## src/hdl/msre_pkg.sv

```systemverilog
`timescale 1ns / 1ps

package msre_pkg;

  localparam int unsigned MaxSegments = 16;
  localparam int unsigned SlotW       = $clog2(MaxSegments);
  localparam int unsigned SegW        = $clog2(MaxSegments + 1);
  localparam int unsigned DataW       = 32;
  localparam int unsigned FracW       = 16;
  localparam int unsigned StepW       = $clog2(FracW + 1);
  localparam int unsigned CfgIdxW     = 3;

  localparam logic [SegW-1:0]  MaxSegCount = SegW'(MaxSegments);
  localparam logic [StepW-1:0] StepCount   = StepW'(FracW);

  typedef enum logic [1:0] {
    CMD_TICK  = 2'd0,
    CMD_START = 2'd1,
    CMD_STOP  = 2'd2,
    CMD_LOAD  = 2'd3
  } cmd_t;

  typedef enum logic [CfgIdxW-1:0] {
    CFG_SEG_COUNT    = 3'd0,
    CFG_INIT_LEVEL   = 3'd1,
    CFG_TGT_OVR_ON   = 3'd2,
    CFG_TGT_OVR      = 3'd3,
    CFG_DUR_OVR_ON   = 3'd4,
    CFG_DUR_OVR      = 3'd5
  } cfg_idx_t;

  typedef enum logic [2:0] {
    ST_IDLE,
    ST_TICK,
    ST_CHECK,
    ST_DIV,
    ST_MUL,
    ST_PUSH
  } state_t;

endpackage

```

## src/hdl/msre_chan_if.sv

```systemverilog
`timescale 1ns / 1ps

interface msre_in_if;
  logic        valid;
  logic        ready;
  logic [1:0]  command;
  logic [31:0] tick_time;
  logic [3:0]  slot;
  logic signed [31:0] slot_target;
  logic [31:0] slot_duration;

  modport source (output valid, command, tick_time, slot, slot_target, slot_duration,
                  input ready);
  modport sink   (input valid, command, tick_time, slot, slot_target, slot_duration,
                  output ready);
endinterface

interface msre_out_if;
  logic        valid;
  logic        ready;
  logic signed [31:0] level;
  logic        level_written;
  logic        still_running;

  modport source (output valid, level, level_written, still_running, input ready);
  modport sink   (input valid, level, level_written, still_running, output ready);
endinterface

interface msre_cfg_if;
  logic        valid;
  logic        ready;
  logic [2:0]  index;
  logic [31:0] data;

  modport source (output valid, index, data, input ready);
  modport sink   (input valid, index, data, output ready);
endinterface

```

## src/hdl/msre_div.sv

```systemverilog
`timescale 1ns / 1ps

// Restoring divider, one quotient bit per cycle: quo = floor(num * 2^16 / den), num < den.
module msre_div (
  input  logic                        clk,
  input  logic                        rst_n,
  input  logic                        start,
  input  logic [msre_pkg::DataW-1:0]  num,
  input  logic [msre_pkg::DataW-1:0]  den,
  output logic                        done,
  output logic [msre_pkg::FracW-1:0]  quo
);
  import msre_pkg::*;

  logic [DataW-1:0] rem_r, rem_nxt;
  logic [DataW-1:0] den_r, den_nxt;
  logic [FracW-1:0] quo_r, quo_nxt;
  logic [StepW-1:0] cnt_r, cnt_nxt;
  logic             busy_r, busy_nxt;
  logic             done_r, done_nxt;

  logic [DataW:0] rem2;
  logic [DataW:0] sub;
  logic           ge;

  always_comb begin
    rem2 = {rem_r, 1'b0};
    sub  = rem2 - {1'b0, den_r};
    ge   = (rem2 >= {1'b0, den_r});
  end

  always_comb begin
    rem_nxt  = rem_r;
    den_nxt  = den_r;
    quo_nxt  = quo_r;
    cnt_nxt  = cnt_r;
    busy_nxt = busy_r;
    done_nxt = 1'b0;
    if (start) begin
      rem_nxt  = num;
      den_nxt  = den;
      cnt_nxt  = '0;
      busy_nxt = 1'b1;
    end else if (busy_r) begin
      // shift in one quotient bit, keep the partial remainder below den
      rem_nxt = ge ? sub[DataW-1:0] : rem2[DataW-1:0];
      quo_nxt = {quo_r[FracW-2:0], ge};
      cnt_nxt = cnt_r + 1'b1;
      if (cnt_r == StepCount - 1'b1) begin
        busy_nxt = 1'b0;
        done_nxt = 1'b1;
      end
    end
  end

  always_ff @(posedge clk) begin
    rem_r <= rem_nxt;
    den_r <= den_nxt;
    quo_r <= quo_nxt;
    cnt_r <= cnt_nxt;
    if (!rst_n) begin
      busy_r <= 1'b0;
      done_r <= 1'b0;
    end else begin
      busy_r <= busy_nxt;
      done_r <= done_nxt;
    end
  end

  assign done = done_r;
  assign quo  = quo_r;

endmodule

```

## src/hdl/msre_mul.sv

```systemverilog
`timescale 1ns / 1ps

// Bit-serial signed x unsigned multiply, LSB first, returning floor(diff * t / 2^16).
// The arithmetic shift each step drops one product bit, which floors exactly.
module msre_mul (
  input  logic                               clk,
  input  logic                               rst_n,
  input  logic                               start,
  input  logic signed [msre_pkg::DataW:0]    diff,
  input  logic [msre_pkg::FracW-1:0]         mult,
  output logic                               done,
  output logic signed [msre_pkg::DataW:0]    q
);
  import msre_pkg::*;

  logic signed [DataW+1:0] acc_r, acc_nxt;
  logic signed [DataW:0]   diff_r, diff_nxt;
  logic [FracW-1:0]        t_r, t_nxt;
  logic [StepW-1:0]        cnt_r, cnt_nxt;
  logic                    busy_r, busy_nxt;
  logic                    done_r, done_nxt;

  logic signed [DataW+1:0] sum;

  always_comb begin
    sum = acc_r + (t_r[0] ? {diff_r[DataW], diff_r} : '0);
  end

  always_comb begin
    acc_nxt  = acc_r;
    diff_nxt = diff_r;
    t_nxt    = t_r;
    cnt_nxt  = cnt_r;
    busy_nxt = busy_r;
    done_nxt = 1'b0;
    if (start) begin
      acc_nxt  = '0;
      diff_nxt = diff;
      t_nxt    = mult;
      cnt_nxt  = '0;
      busy_nxt = 1'b1;
    end else if (busy_r) begin
      acc_nxt = sum >>> 1;
      t_nxt   = {1'b0, t_r[FracW-1:1]};
      cnt_nxt = cnt_r + 1'b1;
      if (cnt_r == StepCount - 1'b1) begin
        busy_nxt = 1'b0;
        done_nxt = 1'b1;
      end
    end
  end

  always_ff @(posedge clk) begin
    acc_r  <= acc_nxt;
    diff_r <= diff_nxt;
    t_r    <= t_nxt;
    cnt_r  <= cnt_nxt;
    if (!rst_n) begin
      busy_r <= 1'b0;
      done_r <= 1'b0;
    end else begin
      busy_r <= busy_nxt;
      done_r <= done_nxt;
    end
  end

  assign done = done_r;
  assign q    = acc_r[DataW:0];

endmodule

```

## src/hdl/multi_segment_ramp_envelope_core.sv

```systemverilog
// Start, stop and load words take effect on accept and return no result word.
// A tick word returns one result: an idle envelope goes from the tick step to the push
// step; otherwise a check step follows, and mid-ramp a 16-step serial divider and a
// 16-step serial multiply run before the push. One word at a time: after a tick no word is
// accepted until its result enters the output register; a held output stalls it in push.
// Synchronous active-low reset clears envelope and config state, not the table or payloads.
`timescale 1ns / 1ps

module multi_segment_ramp_envelope_core (
  input  logic       clk,
  input  logic       rst_n,
  msre_in_if.sink    in_chan,
  msre_out_if.source out_chan,
  msre_cfg_if.sink   cfg_chan
);
  import msre_pkg::*;

  // ---------------------------------------------------------------------------
  // Configuration registers
  // ---------------------------------------------------------------------------
  logic [SegW-1:0]         seg_count_r, seg_count_nxt;
  logic signed [DataW-1:0] init_level_r, init_level_nxt;
  logic                    tgt_ovr_on_r, tgt_ovr_on_nxt;
  logic signed [DataW-1:0] tgt_ovr_r, tgt_ovr_nxt;
  logic                    dur_ovr_on_r, dur_ovr_on_nxt;
  logic [DataW-1:0]        dur_ovr_r, dur_ovr_nxt;

  // ---------------------------------------------------------------------------
  // Envelope state
  // ---------------------------------------------------------------------------
  state_t                  state_r, state_nxt;
  logic                    active_r, active_nxt;
  logic [SegW-1:0]         seg_num_r, seg_num_nxt;
  logic [DataW-1:0]        time_r, time_nxt;
  logic [DataW-1:0]        len_r, len_nxt;
  logic signed [DataW-1:0] from_r, from_nxt;
  logic signed [DataW-1:0] to_r, to_nxt;
  logic                    repl_r, repl_nxt;
  logic signed [DataW-1:0] repl_level_r, repl_level_nxt;
  logic [DataW-1:0]        tick_r, tick_nxt;

  // segment table: no reset, entries are defined once loaded
  logic signed [DataW-1:0] tbl_tgt_r [MaxSegments];
  logic [DataW-1:0]        tbl_dur_r [MaxSegments];

  // result being built, and the output register
  logic signed [DataW-1:0] res_level_r, res_level_nxt;
  logic                    res_written_r, res_written_nxt;
  logic                    res_running_r, res_running_nxt;
  logic                    out_valid_r, out_valid_nxt;
  logic signed [DataW-1:0] out_level_r, out_level_nxt;
  logic                    out_written_r, out_written_nxt;
  logic                    out_running_r, out_running_nxt;

  // handshake and unit control
  logic in_fire;
  logic cfg_fire;
  logic push_ok;
  logic div_start, div_done;
  logic mul_start, mul_done;
  logic [FracW-1:0]        div_quo;
  logic signed [DataW:0]   mul_q;
  logic signed [DataW:0]   ramp_diff;

  // datapath helpers
  cmd_t                    cmd;
  logic [SegW-1:0]         cnt_eff;
  logic [SegW-1:0]         seg_inc;
  logic [SlotW-1:0]        rd_idx;
  logic signed [DataW-1:0] tgt_rd;
  logic [DataW-1:0]        dur_rd;
  logic [DataW:0]          time_sum;

  assign cmd      = cmd_t'(in_chan.command);
  assign in_fire  = in_chan.valid && in_chan.ready;
  assign cfg_fire = cfg_chan.valid && cfg_chan.ready;
  assign push_ok  = !out_valid_r || out_chan.ready;

  // a count above the table depth acts as the full table
  assign cnt_eff  = (seg_count_r > MaxSegCount) ? MaxSegCount : seg_count_r;
  assign seg_inc  = seg_num_r + 1'b1;

  // one table read port: entry zero at start, the next segment on advance
  assign rd_idx   = (state_r == ST_CHECK) ? seg_inc[SlotW-1:0] : '0;
  assign tgt_rd   = tgt_ovr_on_r ? tgt_ovr_r : tbl_tgt_r[rd_idx];
  assign dur_rd   = dur_ovr_on_r ? dur_ovr_r : tbl_dur_r[rd_idx];

  assign time_sum  = {1'b0, time_r} + {1'b0, tick_r};
  assign ramp_diff = {to_r[DataW-1], to_r} - {from_r[DataW-1], from_r};

  // ---------------------------------------------------------------------------
  // Serial arithmetic units
  // ---------------------------------------------------------------------------
  msre_div u_div (
    .clk   (clk),
    .rst_n (rst_n),
    .start (div_start),
    .num   (time_r),
    .den   (len_r),
    .done  (div_done),
    .quo   (div_quo)
  );

  msre_mul u_mul (
    .clk   (clk),
    .rst_n (rst_n),
    .start (mul_start),
    .diff  (ramp_diff),
    .mult  (div_quo),
    .done  (mul_done),
    .q     (mul_q)
  );

  // ---------------------------------------------------------------------------
  // Next state
  // ---------------------------------------------------------------------------
  always_comb begin
    state_nxt = state_r;
    unique case (state_r)
      ST_IDLE: begin
        if (in_fire && cmd == CMD_TICK) state_nxt = ST_TICK;
      end
      ST_TICK: begin
        // idle envelope answers at once
        if (!active_r || cnt_eff == '0) state_nxt = ST_PUSH;
        else                            state_nxt = ST_CHECK;
      end
      ST_CHECK: begin
        if (time_r >= len_r) state_nxt = ST_PUSH;
        else                 state_nxt = ST_DIV;
      end
      ST_DIV: begin
        if (div_done) state_nxt = ST_MUL;
      end
      ST_MUL: begin
        if (mul_done) state_nxt = ST_PUSH;
      end
      ST_PUSH: begin
        if (push_ok) state_nxt = ST_IDLE;
      end
      default: state_nxt = ST_IDLE;
    endcase
  end

  // ---------------------------------------------------------------------------
  // State machine outputs
  // ---------------------------------------------------------------------------
  always_comb begin
    in_chan.ready  = 1'b0;
    cfg_chan.ready = 1'b1;
    div_start      = 1'b0;
    mul_start      = 1'b0;
    unique case (state_r)
      ST_IDLE:  in_chan.ready = 1'b1;
      ST_CHECK: div_start     = (time_r < len_r);
      ST_DIV:   mul_start     = div_done;
      ST_TICK, ST_MUL, ST_PUSH: ;
      default: ;
    endcase
  end

  // ---------------------------------------------------------------------------
  // Datapath
  // ---------------------------------------------------------------------------
  always_comb begin
    seg_count_nxt   = seg_count_r;
    init_level_nxt  = init_level_r;
    tgt_ovr_on_nxt  = tgt_ovr_on_r;
    tgt_ovr_nxt     = tgt_ovr_r;
    dur_ovr_on_nxt  = dur_ovr_on_r;
    dur_ovr_nxt     = dur_ovr_r;
    active_nxt      = active_r;
    seg_num_nxt     = seg_num_r;
    time_nxt        = time_r;
    len_nxt         = len_r;
    from_nxt        = from_r;
    to_nxt          = to_r;
    repl_nxt        = repl_r;
    repl_level_nxt  = repl_level_r;
    tick_nxt        = tick_r;
    res_level_nxt   = res_level_r;
    res_written_nxt = res_written_r;
    res_running_nxt = res_running_r;
    out_valid_nxt   = out_valid_r;
    out_level_nxt   = out_level_r;
    out_written_nxt = out_written_r;
    out_running_nxt = out_running_r;

    // drop the output word once taken
    if (out_valid_r && out_chan.ready) out_valid_nxt = 1'b0;

    unique case (state_r)
      ST_IDLE: begin
        if (in_fire) begin
          unique case (cmd)
            CMD_TICK: tick_nxt = in_chan.tick_time;
            CMD_START: begin
              if (cnt_eff == '0) begin
                active_nxt = 1'b0;
              end else begin
                active_nxt  = 1'b1;
                seg_num_nxt = '0;
                from_nxt    = repl_r ? repl_level_r : init_level_r;
                to_nxt      = tgt_rd;
                len_nxt     = dur_rd;
                time_nxt    = '0;
                // a zero-length first segment moves the start level for later runs
                if (dur_rd == '0) begin
                  repl_nxt       = 1'b1;
                  repl_level_nxt = tgt_rd;
                end
              end
            end
            CMD_STOP: active_nxt = 1'b0;
            CMD_LOAD: ;
            default: ;
          endcase
        end
      end
      ST_TICK: begin
        if (!active_r || cnt_eff == '0) begin
          active_nxt      = 1'b0;
          res_level_nxt   = '0;
          res_written_nxt = 1'b0;
          res_running_nxt = 1'b0;
        end else begin
          // saturate elapsed time
          time_nxt = time_sum[DataW] ? '1 : time_sum[DataW-1:0];
        end
      end
      ST_CHECK: begin
        if (time_r >= len_r) begin
          // segment complete: land on the target exactly and advance
          from_nxt        = to_r;
          res_level_nxt   = to_r;
          res_written_nxt = 1'b1;
          seg_num_nxt     = seg_inc;
          if (seg_inc >= cnt_eff) begin
            active_nxt      = 1'b0;
            res_running_nxt = 1'b0;
          end else begin
            to_nxt          = tgt_rd;
            len_nxt         = dur_rd;
            time_nxt        = '0;
            res_running_nxt = 1'b1;
            if (dur_rd == '0) res_level_nxt = tgt_rd;
          end
        end
      end
      ST_MUL: begin
        if (mul_done) begin
          res_level_nxt   = from_r + mul_q[DataW-1:0];
          res_written_nxt = 1'b1;
          res_running_nxt = 1'b1;
        end
      end
      ST_PUSH: begin
        if (push_ok) begin
          out_valid_nxt   = 1'b1;
          out_level_nxt   = res_level_r;
          out_written_nxt = res_written_r;
          out_running_nxt = res_running_r;
        end
      end
      ST_DIV: ;
      default: ;
    endcase

    if (cfg_fire) begin
      unique case (cfg_idx_t'(cfg_chan.index))
        CFG_SEG_COUNT:  seg_count_nxt  = cfg_chan.data[SegW-1:0];
        CFG_INIT_LEVEL: begin
          init_level_nxt = cfg_chan.data;
          repl_nxt       = 1'b0;
        end
        CFG_TGT_OVR_ON: tgt_ovr_on_nxt = cfg_chan.data[0];
        CFG_TGT_OVR:    tgt_ovr_nxt    = cfg_chan.data;
        CFG_DUR_OVR_ON: dur_ovr_on_nxt = cfg_chan.data[0];
        CFG_DUR_OVR:    dur_ovr_nxt    = cfg_chan.data;
        default: ;
      endcase
    end
  end

  // ---------------------------------------------------------------------------
  // Registers
  // ---------------------------------------------------------------------------
  always_ff @(posedge clk) begin
    if (!rst_n) begin
      state_r       <= ST_IDLE;
      seg_count_r   <= '0;
      init_level_r  <= '0;
      tgt_ovr_on_r  <= 1'b0;
      tgt_ovr_r     <= '0;
      dur_ovr_on_r  <= 1'b0;
      dur_ovr_r     <= '0;
      active_r      <= 1'b0;
      seg_num_r     <= '0;
      time_r        <= '0;
      len_r         <= '0;
      from_r        <= '0;
      to_r          <= '0;
      repl_r        <= 1'b0;
      repl_level_r  <= '0;
      out_valid_r   <= 1'b0;
    end else begin
      state_r       <= state_nxt;
      seg_count_r   <= seg_count_nxt;
      init_level_r  <= init_level_nxt;
      tgt_ovr_on_r  <= tgt_ovr_on_nxt;
      tgt_ovr_r     <= tgt_ovr_nxt;
      dur_ovr_on_r  <= dur_ovr_on_nxt;
      dur_ovr_r     <= dur_ovr_nxt;
      active_r      <= active_nxt;
      seg_num_r     <= seg_num_nxt;
      time_r        <= time_nxt;
      len_r         <= len_nxt;
      from_r        <= from_nxt;
      to_r          <= to_nxt;
      repl_r        <= repl_nxt;
      repl_level_r  <= repl_level_nxt;
      out_valid_r   <= out_valid_nxt;
    end
  end

  // payload registers, no reset
  always_ff @(posedge clk) begin
    tick_r        <= tick_nxt;
    res_level_r   <= res_level_nxt;
    res_written_r <= res_written_nxt;
    res_running_r <= res_running_nxt;
    out_level_r   <= out_level_nxt;
    out_written_r <= out_written_nxt;
    out_running_r <= out_running_nxt;
  end

  // segment table write on a load word
  always_ff @(posedge clk) begin
    if (state_r == ST_IDLE && in_fire && cmd == CMD_LOAD) begin
      tbl_tgt_r[in_chan.slot] <= in_chan.slot_target;
      tbl_dur_r[in_chan.slot] <= in_chan.slot_duration;
    end
  end

  assign out_chan.valid         = out_valid_r;
  assign out_chan.level         = out_level_r;
  assign out_chan.level_written = out_written_r;
  assign out_chan.still_running = out_running_r;

  // ---------------------------------------------------------------------------
  // Assertions
  // ---------------------------------------------------------------------------
  a_idle_word_is_zero: assert property (@(posedge clk) disable iff (!rst_n)
    out_valid_r && !out_written_r |-> out_level_r == '0 && !out_running_r)
    else $error("idle tick word carries a level or running flag");

  a_running_matches: assert property (@(posedge clk) disable iff (!rst_n)
    state_r == ST_PUSH && push_ok |=> out_running_r == active_r)
    else $error("still_running disagrees with envelope state");

  a_seg_in_range: assert property (@(posedge clk) disable iff (!rst_n)
    seg_num_r <= MaxSegCount)
    else $error("segment number beyond table");

  a_div_done_in_div: assert property (@(posedge clk) disable iff (!rst_n)
    div_done |-> state_r == ST_DIV)
    else $error("divider finished outside divide phase");

  a_mul_done_in_mul: assert property (@(posedge clk) disable iff (!rst_n)
    mul_done |-> state_r == ST_MUL)
    else $error("multiplier finished outside multiply phase");

endmodule

```

## src/flat_wrapper.sv

```systemverilog
// flat-port wrapper written by rule: the top's interface ports become plain ports
module multi_segment_ramp_envelope_core_flat import msre_pkg::*;
  (clk, rst_n, in_chan_valid, in_chan_command, in_chan_tick_time, in_chan_slot, in_chan_slot_target, in_chan_slot_duration, in_chan_ready, out_chan_valid, out_chan_level, out_chan_level_written, out_chan_still_running, out_chan_ready, cfg_chan_valid, cfg_chan_index, cfg_chan_data, cfg_chan_ready);
  msre_in_if in_chan_i ();
  msre_out_if out_chan_i ();
  msre_cfg_if cfg_chan_i ();
  input  logic clk;
  input  logic rst_n;
  input wire logic [$bits(in_chan_i.valid)-1:0] in_chan_valid;
  input wire logic [$bits(in_chan_i.command)-1:0] in_chan_command;
  input wire logic [$bits(in_chan_i.tick_time)-1:0] in_chan_tick_time;
  input wire logic [$bits(in_chan_i.slot)-1:0] in_chan_slot;
  input wire logic [$bits(in_chan_i.slot_target)-1:0] in_chan_slot_target;
  input wire logic [$bits(in_chan_i.slot_duration)-1:0] in_chan_slot_duration;
  output wire logic [$bits(in_chan_i.ready)-1:0] in_chan_ready;
  output wire logic [$bits(out_chan_i.valid)-1:0] out_chan_valid;
  output wire logic [$bits(out_chan_i.level)-1:0] out_chan_level;
  output wire logic [$bits(out_chan_i.level_written)-1:0] out_chan_level_written;
  output wire logic [$bits(out_chan_i.still_running)-1:0] out_chan_still_running;
  input wire logic [$bits(out_chan_i.ready)-1:0] out_chan_ready;
  input wire logic [$bits(cfg_chan_i.valid)-1:0] cfg_chan_valid;
  input wire logic [$bits(cfg_chan_i.index)-1:0] cfg_chan_index;
  input wire logic [$bits(cfg_chan_i.data)-1:0] cfg_chan_data;
  output wire logic [$bits(cfg_chan_i.ready)-1:0] cfg_chan_ready;
  assign in_chan_i.valid = in_chan_valid;
  assign in_chan_i.command = in_chan_command;
  assign in_chan_i.tick_time = in_chan_tick_time;
  assign in_chan_i.slot = in_chan_slot;
  assign in_chan_i.slot_target = in_chan_slot_target;
  assign in_chan_i.slot_duration = in_chan_slot_duration;
  assign in_chan_ready = in_chan_i.ready;
  assign out_chan_valid = out_chan_i.valid;
  assign out_chan_level = out_chan_i.level;
  assign out_chan_level_written = out_chan_i.level_written;
  assign out_chan_still_running = out_chan_i.still_running;
  assign out_chan_i.ready = out_chan_ready;
  assign cfg_chan_i.valid = cfg_chan_valid;
  assign cfg_chan_i.index = cfg_chan_index;
  assign cfg_chan_i.data = cfg_chan_data;
  assign cfg_chan_ready = cfg_chan_i.ready;
  multi_segment_ramp_envelope_core u_core (.clk(clk), .rst_n(rst_n), .in_chan(in_chan_i), .out_chan(out_chan_i), .cfg_chan(cfg_chan_i));
endmodule
```

## config.mk

```make
export PLATFORM = sky130hd
export DESIGN_NAME = multi_segment_ramp_envelope_core_flat
export DESIGN_NICKNAME = d
export VERILOG_FILES = /design/src/hdl/msre_pkg.sv /design/src/hdl/msre_chan_if.sv /design/src/hdl/msre_div.sv /design/src/hdl/msre_mul.sv /design/src/hdl/multi_segment_ramp_envelope_core.sv /design/src/flat_wrapper.sv
export SDC_FILE = /design/constraint.sdc
export NUM_CORES = 2
export LEC_CHECK = 0
export ABC_CLOCK_PERIOD_IN_PS = 6000
export BUFFER_PORTS_ARGS = -buffer_cell sky130_fd_sc_hd__clkbuf_2
export CAP_MARGIN = 20
export CORE_MARGIN = 4
export CORE_UTILIZATION = 28
export CTS_CLUSTER_DIAMETER = 150
export CTS_CLUSTER_SIZE = 8
export DETAILED_ROUTE_END_ITERATION = 10
export GPL_TIMING_DRIVEN = 0
export PLACE_DENSITY = 0.4
export RECOVER_POWER = 100
export REMOVE_ABC_BUFFERS = 1
export SLEW_MARGIN = 30
export SYNTH_ARGS = -nofsm -noshare
export SYNTH_HDL_FRONTEND = slang
export SYNTH_SLANG_ARGS = --single-unit
```

## constraint.sdc

```tcl
create_clock -name clk -period 6 [get_ports clk]
set_input_delay 0.6 -clock clk [delete_from_list [all_inputs] [get_ports clk]]
set_output_delay 0.6 -clock clk [all_outputs]
set_load 0.02 [all_outputs]
```

==> run_results.csv <==
group,metric,value,unit
run_status,status,"finished, violations left",
drt,antenna_left,0,
setup_path,cpPeakStageDelay,570,ps
floorplan,die_h,509,µm
synth,seq_area_frac_synth,0.626,
setup_path,cp.arrival,6520,ps
timing,grt_setup_unrepaired,"no",
global_route,grt_pass1_vias,47400,
timing,timing.final.crit_share,0.987,
setup_path,cp_top_family,"buffers and inverters",
synth,netlist.top_cell.by_area,"edfxtp_1",
global_route,grt_max_degree,109,
drt,wl,233000,µm
layout,final_nets,6572,
setup_path,required,6600,ps
setup_path,crit_chain,"buf_16, ha_4, xnor2_4, inv_4, nand2_8, buf_12, a31oi_1, o21ai_1, a211oi_1, nand4b_1, nor4_4, nand4_1, buf_4, buf_4, buf_4, buf_4, mux2i_1, o22ai_1",
floorplan,num_rows,183,
drt,firstDrtPassIters,7,
clock_network,cts.sinks,1574,
timing,fin_hold_ws,94.7,ps
synth,synth-seq-cells,1574,
synth,synth-async-reset-ratio,0,
power_and_ir_drop,internal_power,19.3,mW
power_and_ir_drop,swShare,0.236,
power_and_ir_drop,comb_power_share,0.067,
run,max_cap_violations,10,
synth,syn_area_per_cell,12.0,µm²
power_and_ir_drop,total_power,25.2,mW
floorplan,start_util,0.282,
synth,ys.flop_type,"edfxtp_1",
floorplan,core_area,0.249,mm²
place,portBuffers,177,
timing,setup_tns,0,ps
place,post-place-ws,-1240,ps
setup_path,critPathSlowestCell,"a211oi_1",
timing,setup_violations,0,
setup_path,cp_max_fo,40,
layout,area_delta_synth_final,18.6,%
drt,wl_per_cell,24.0,µm
power_and_ir_drop,pwr_density_cell,302,mW/mm²
place,dp_hpwl,162000,µm
setup_path,endpoint_kind,"flop",
layout,drive_gt1_frac,0.0930,
setup_path,crit_path_frequent_cell,"buf_4",
synth,yosys_warnings,0,
synth,synth.distinct_cells,83,
global_route,antenna_found_initial,45,
drt,drt-initial-drc-count,3678,
clock_network,cts_max_level,4,
setup_path,start_kind,"flop",
floorplan,die_w,509,µm
timing,clock_skew,58.8,ps
clock_network,clk_pin_slew,60,ps
global_route,grt.overflow.total,0,
synth,synth_edf_count,1253,
layout,finish.utilization,0.335,
timing,relSlewSlack,-2.00,
run_status,violations,"capacitance limit, slew limit",
drt,vias,47800,
clock_network,clockBufferDepth,3,
min_path,hp-class,"in2reg",
synth,syn-instance-count,5863,
global_route,grt_pass1_wl,337000,µm
clock_network,cts_tree,"done",
timing,worstMarginPinSlew,4500,ps
synth,yosysTopAreaCellShare,0.534,
floorplan,ios,179,
timing,fin_crit,5920,ps
timing,drv_slew,361,
timing,fmax,169,MHz
synth,syn_area,0.0704,mm²
timing,finalHoldViolations,0,
clock_network,ctsRootBufferMaster,"clkbuf_16",
power_and_ir_drop,vdd_ir_drop_max,309,µV
place,gp_congestion,0.812,
clock_network,clkLatencyLatePin,860,ps
global_route,grt_usage,0.175,
floorplan,dieArea,0.260,mm²
timing,setup_ws,77.9,ps
setup_path,crit_type,"reg2reg",
synth,synthTopCellsByArea,"edfxtp_1 53%, dfxtp_1 9.1%, nand2_1 4.4%",
drt,viasPerCell,4.94,
setup_path,path_buf_inv,7,
drt,drc,0,
power_and_ir_drop,leakage,29.0,nW
power_and_ir_drop,seq_power_share,0.485,
power_and_ir_drop,p_switching,5.95,mW
power_and_ir_drop,power.share.clock,0.447,
clock_network,cts_buffers,214,
path summary, 6_finish.rpt:
check | cells past startpoint | slack (ps) | to | start
hold reg to reg | 0 | 410 | u_core.out_chan.level[7] | u_core.res_level_r[7]
setup reg to reg | 18 | 80 | u_core.res_level_r[20] | u_core.seg_num_r[0]
setup / recovery | 18 | 80 | u_core.res_level_r[20] | u_core.seg_num_r[0]
hold / removal | 3 | 90 | u_core.init_level_r[5] | cfg_chan_data[5]
Yosys cell counts, types with 96 or more instances:
| cell type | n |
|---|---|
| nor2b_1 | 123 |
| o221ai_1 | 139 |
| mux2i_1 | 245 |
| a21o_1 | 96 |
| inv_1 | 160 |
| nor2_1 | 247 |
| a21boi_0 | 156 |
| ha_1 | 201 |
| a21oi_1 | 204 |
| dfxtp_1 | 321 |
| clkbuf_1 | 269 |
| nand3_1 | 325 |
| edfxtp_1 | 1253 |
| nand2_1 | 820 |
| o21ai_0 | 185 |
registers in the layout, indices dropped and copies added (netlist names), 33 cells and up:
name                 flops
u_core.tbl_dur_r       512
u_core.u_mul.acc_r      33
u_core.tbl_tgt_r       512
u_core.u_mul.diff_r     33
area by class of cell:
cell class,count,area (µm²)
Timing Repair Buffer,491,3830
Clock buffer,312,5740
Inverter,161,614
Sequential cell,1574,44100
Clock inverter,15,344
Multi-Input combinational cell,3782,24600
Fill cell,24900,166000
Antenna cell,19,47.5
Tap cell,3330,4170
power groups by stage:
stage                     clock (mW)  sequential [mW]  combinational [mW]
after floorplan                    0             12.4                1.09
after global placement             0             12.5                1.74
after detailed placement           0             12.4                1.79
after CTS                       11.7             12.2                1.81
after global routing            12.1             12.3                1.90
final                           11.3             12.2                1.70
per-layer routing:
layer / vias to the layer above / wire, µm / GRT usage
li1: 22600 / - / -
met3: 366 / 10500 / 0.0284
met1: 23700 / 106000 / 0.238
met2: 1119 / 109000 / 0.285
met4: 12 / 7310 / 0.0567
met5: - / 64 / 0
cell families after synthesis:
kind of cell,share of synthesized area
buffers and inverters,0.0285
XOR/XNOR,0.0170
flip-flops,0.626
other,0.0000533
adder cells (fa/ha/maj),0.0371
multiplexers,0.0452
AND/OR/NAND/NOR,0.120
AO/OA/AOI/OAI,0.126
worst reg2reg max path: cells and delay by family (launching register included):
kind	cells	cell delay, ps
XOR/XNOR	1	140
adder cells (fa/ha/maj)	1	230
flip-flops	1	550
AND/OR/NAND/NOR	4	1140
AO/OA/AOI/OAI	4	1640
buffers and inverters	7	1790
multiplexers	1	170
stage by stage:
stage | instances | cell area (µm²)
after detailed placement | 9285 | 79000
after CTS | 9660 | 85700
after floorplan | 5516 | 69000
final | 9684 | 83500
after global routing | 9675 | 83400
after global placement | 9023 | 74000
cells in the final DEF (no fill, tap or decap), types with 15 or more instances in the layout:
cell type and n:
clkbuf_2 87, nand2b_1 44, diode_2 19, a221oi_1 24, o21ai_0 183, nand4_1 27, nor3_1 59, a31oi_1 87
nand2_1 815, buf_4 43, inv_1 157, buf_12 22, a21oi_1 203, nor2_1 238, xnor2_1 84, a22oi_1 15
and3_1 38, a32oi_1 21, dlygate4sd3_1 38, nor2b_1 122, a21boi_0 156, o221ai_1 139, clkbuf_16 215, clkbuf_1 331
a21o_1 95, dfxtp_1 313, a211oi_1 31, and2_1 46, xor2_1 52, or3_1 42, ha_1 200, mux2_2 62
o22ai_1 83, nand3_1 323, edfxtp_1 1253, mux2i_1 244, buf_16 38, o211ai_1 78, o21a_1 31
repair_timing:
action	CTS	global route
hold buffers	38	0
gates cloned	0	1
pin swaps	4	2
buffers inserted	10	3
setup endpoints to repair	64	16
hold endpoints to repair	49	0
resized for setup	14	1
Note: power is estimated with default switching activity, not from simulation.
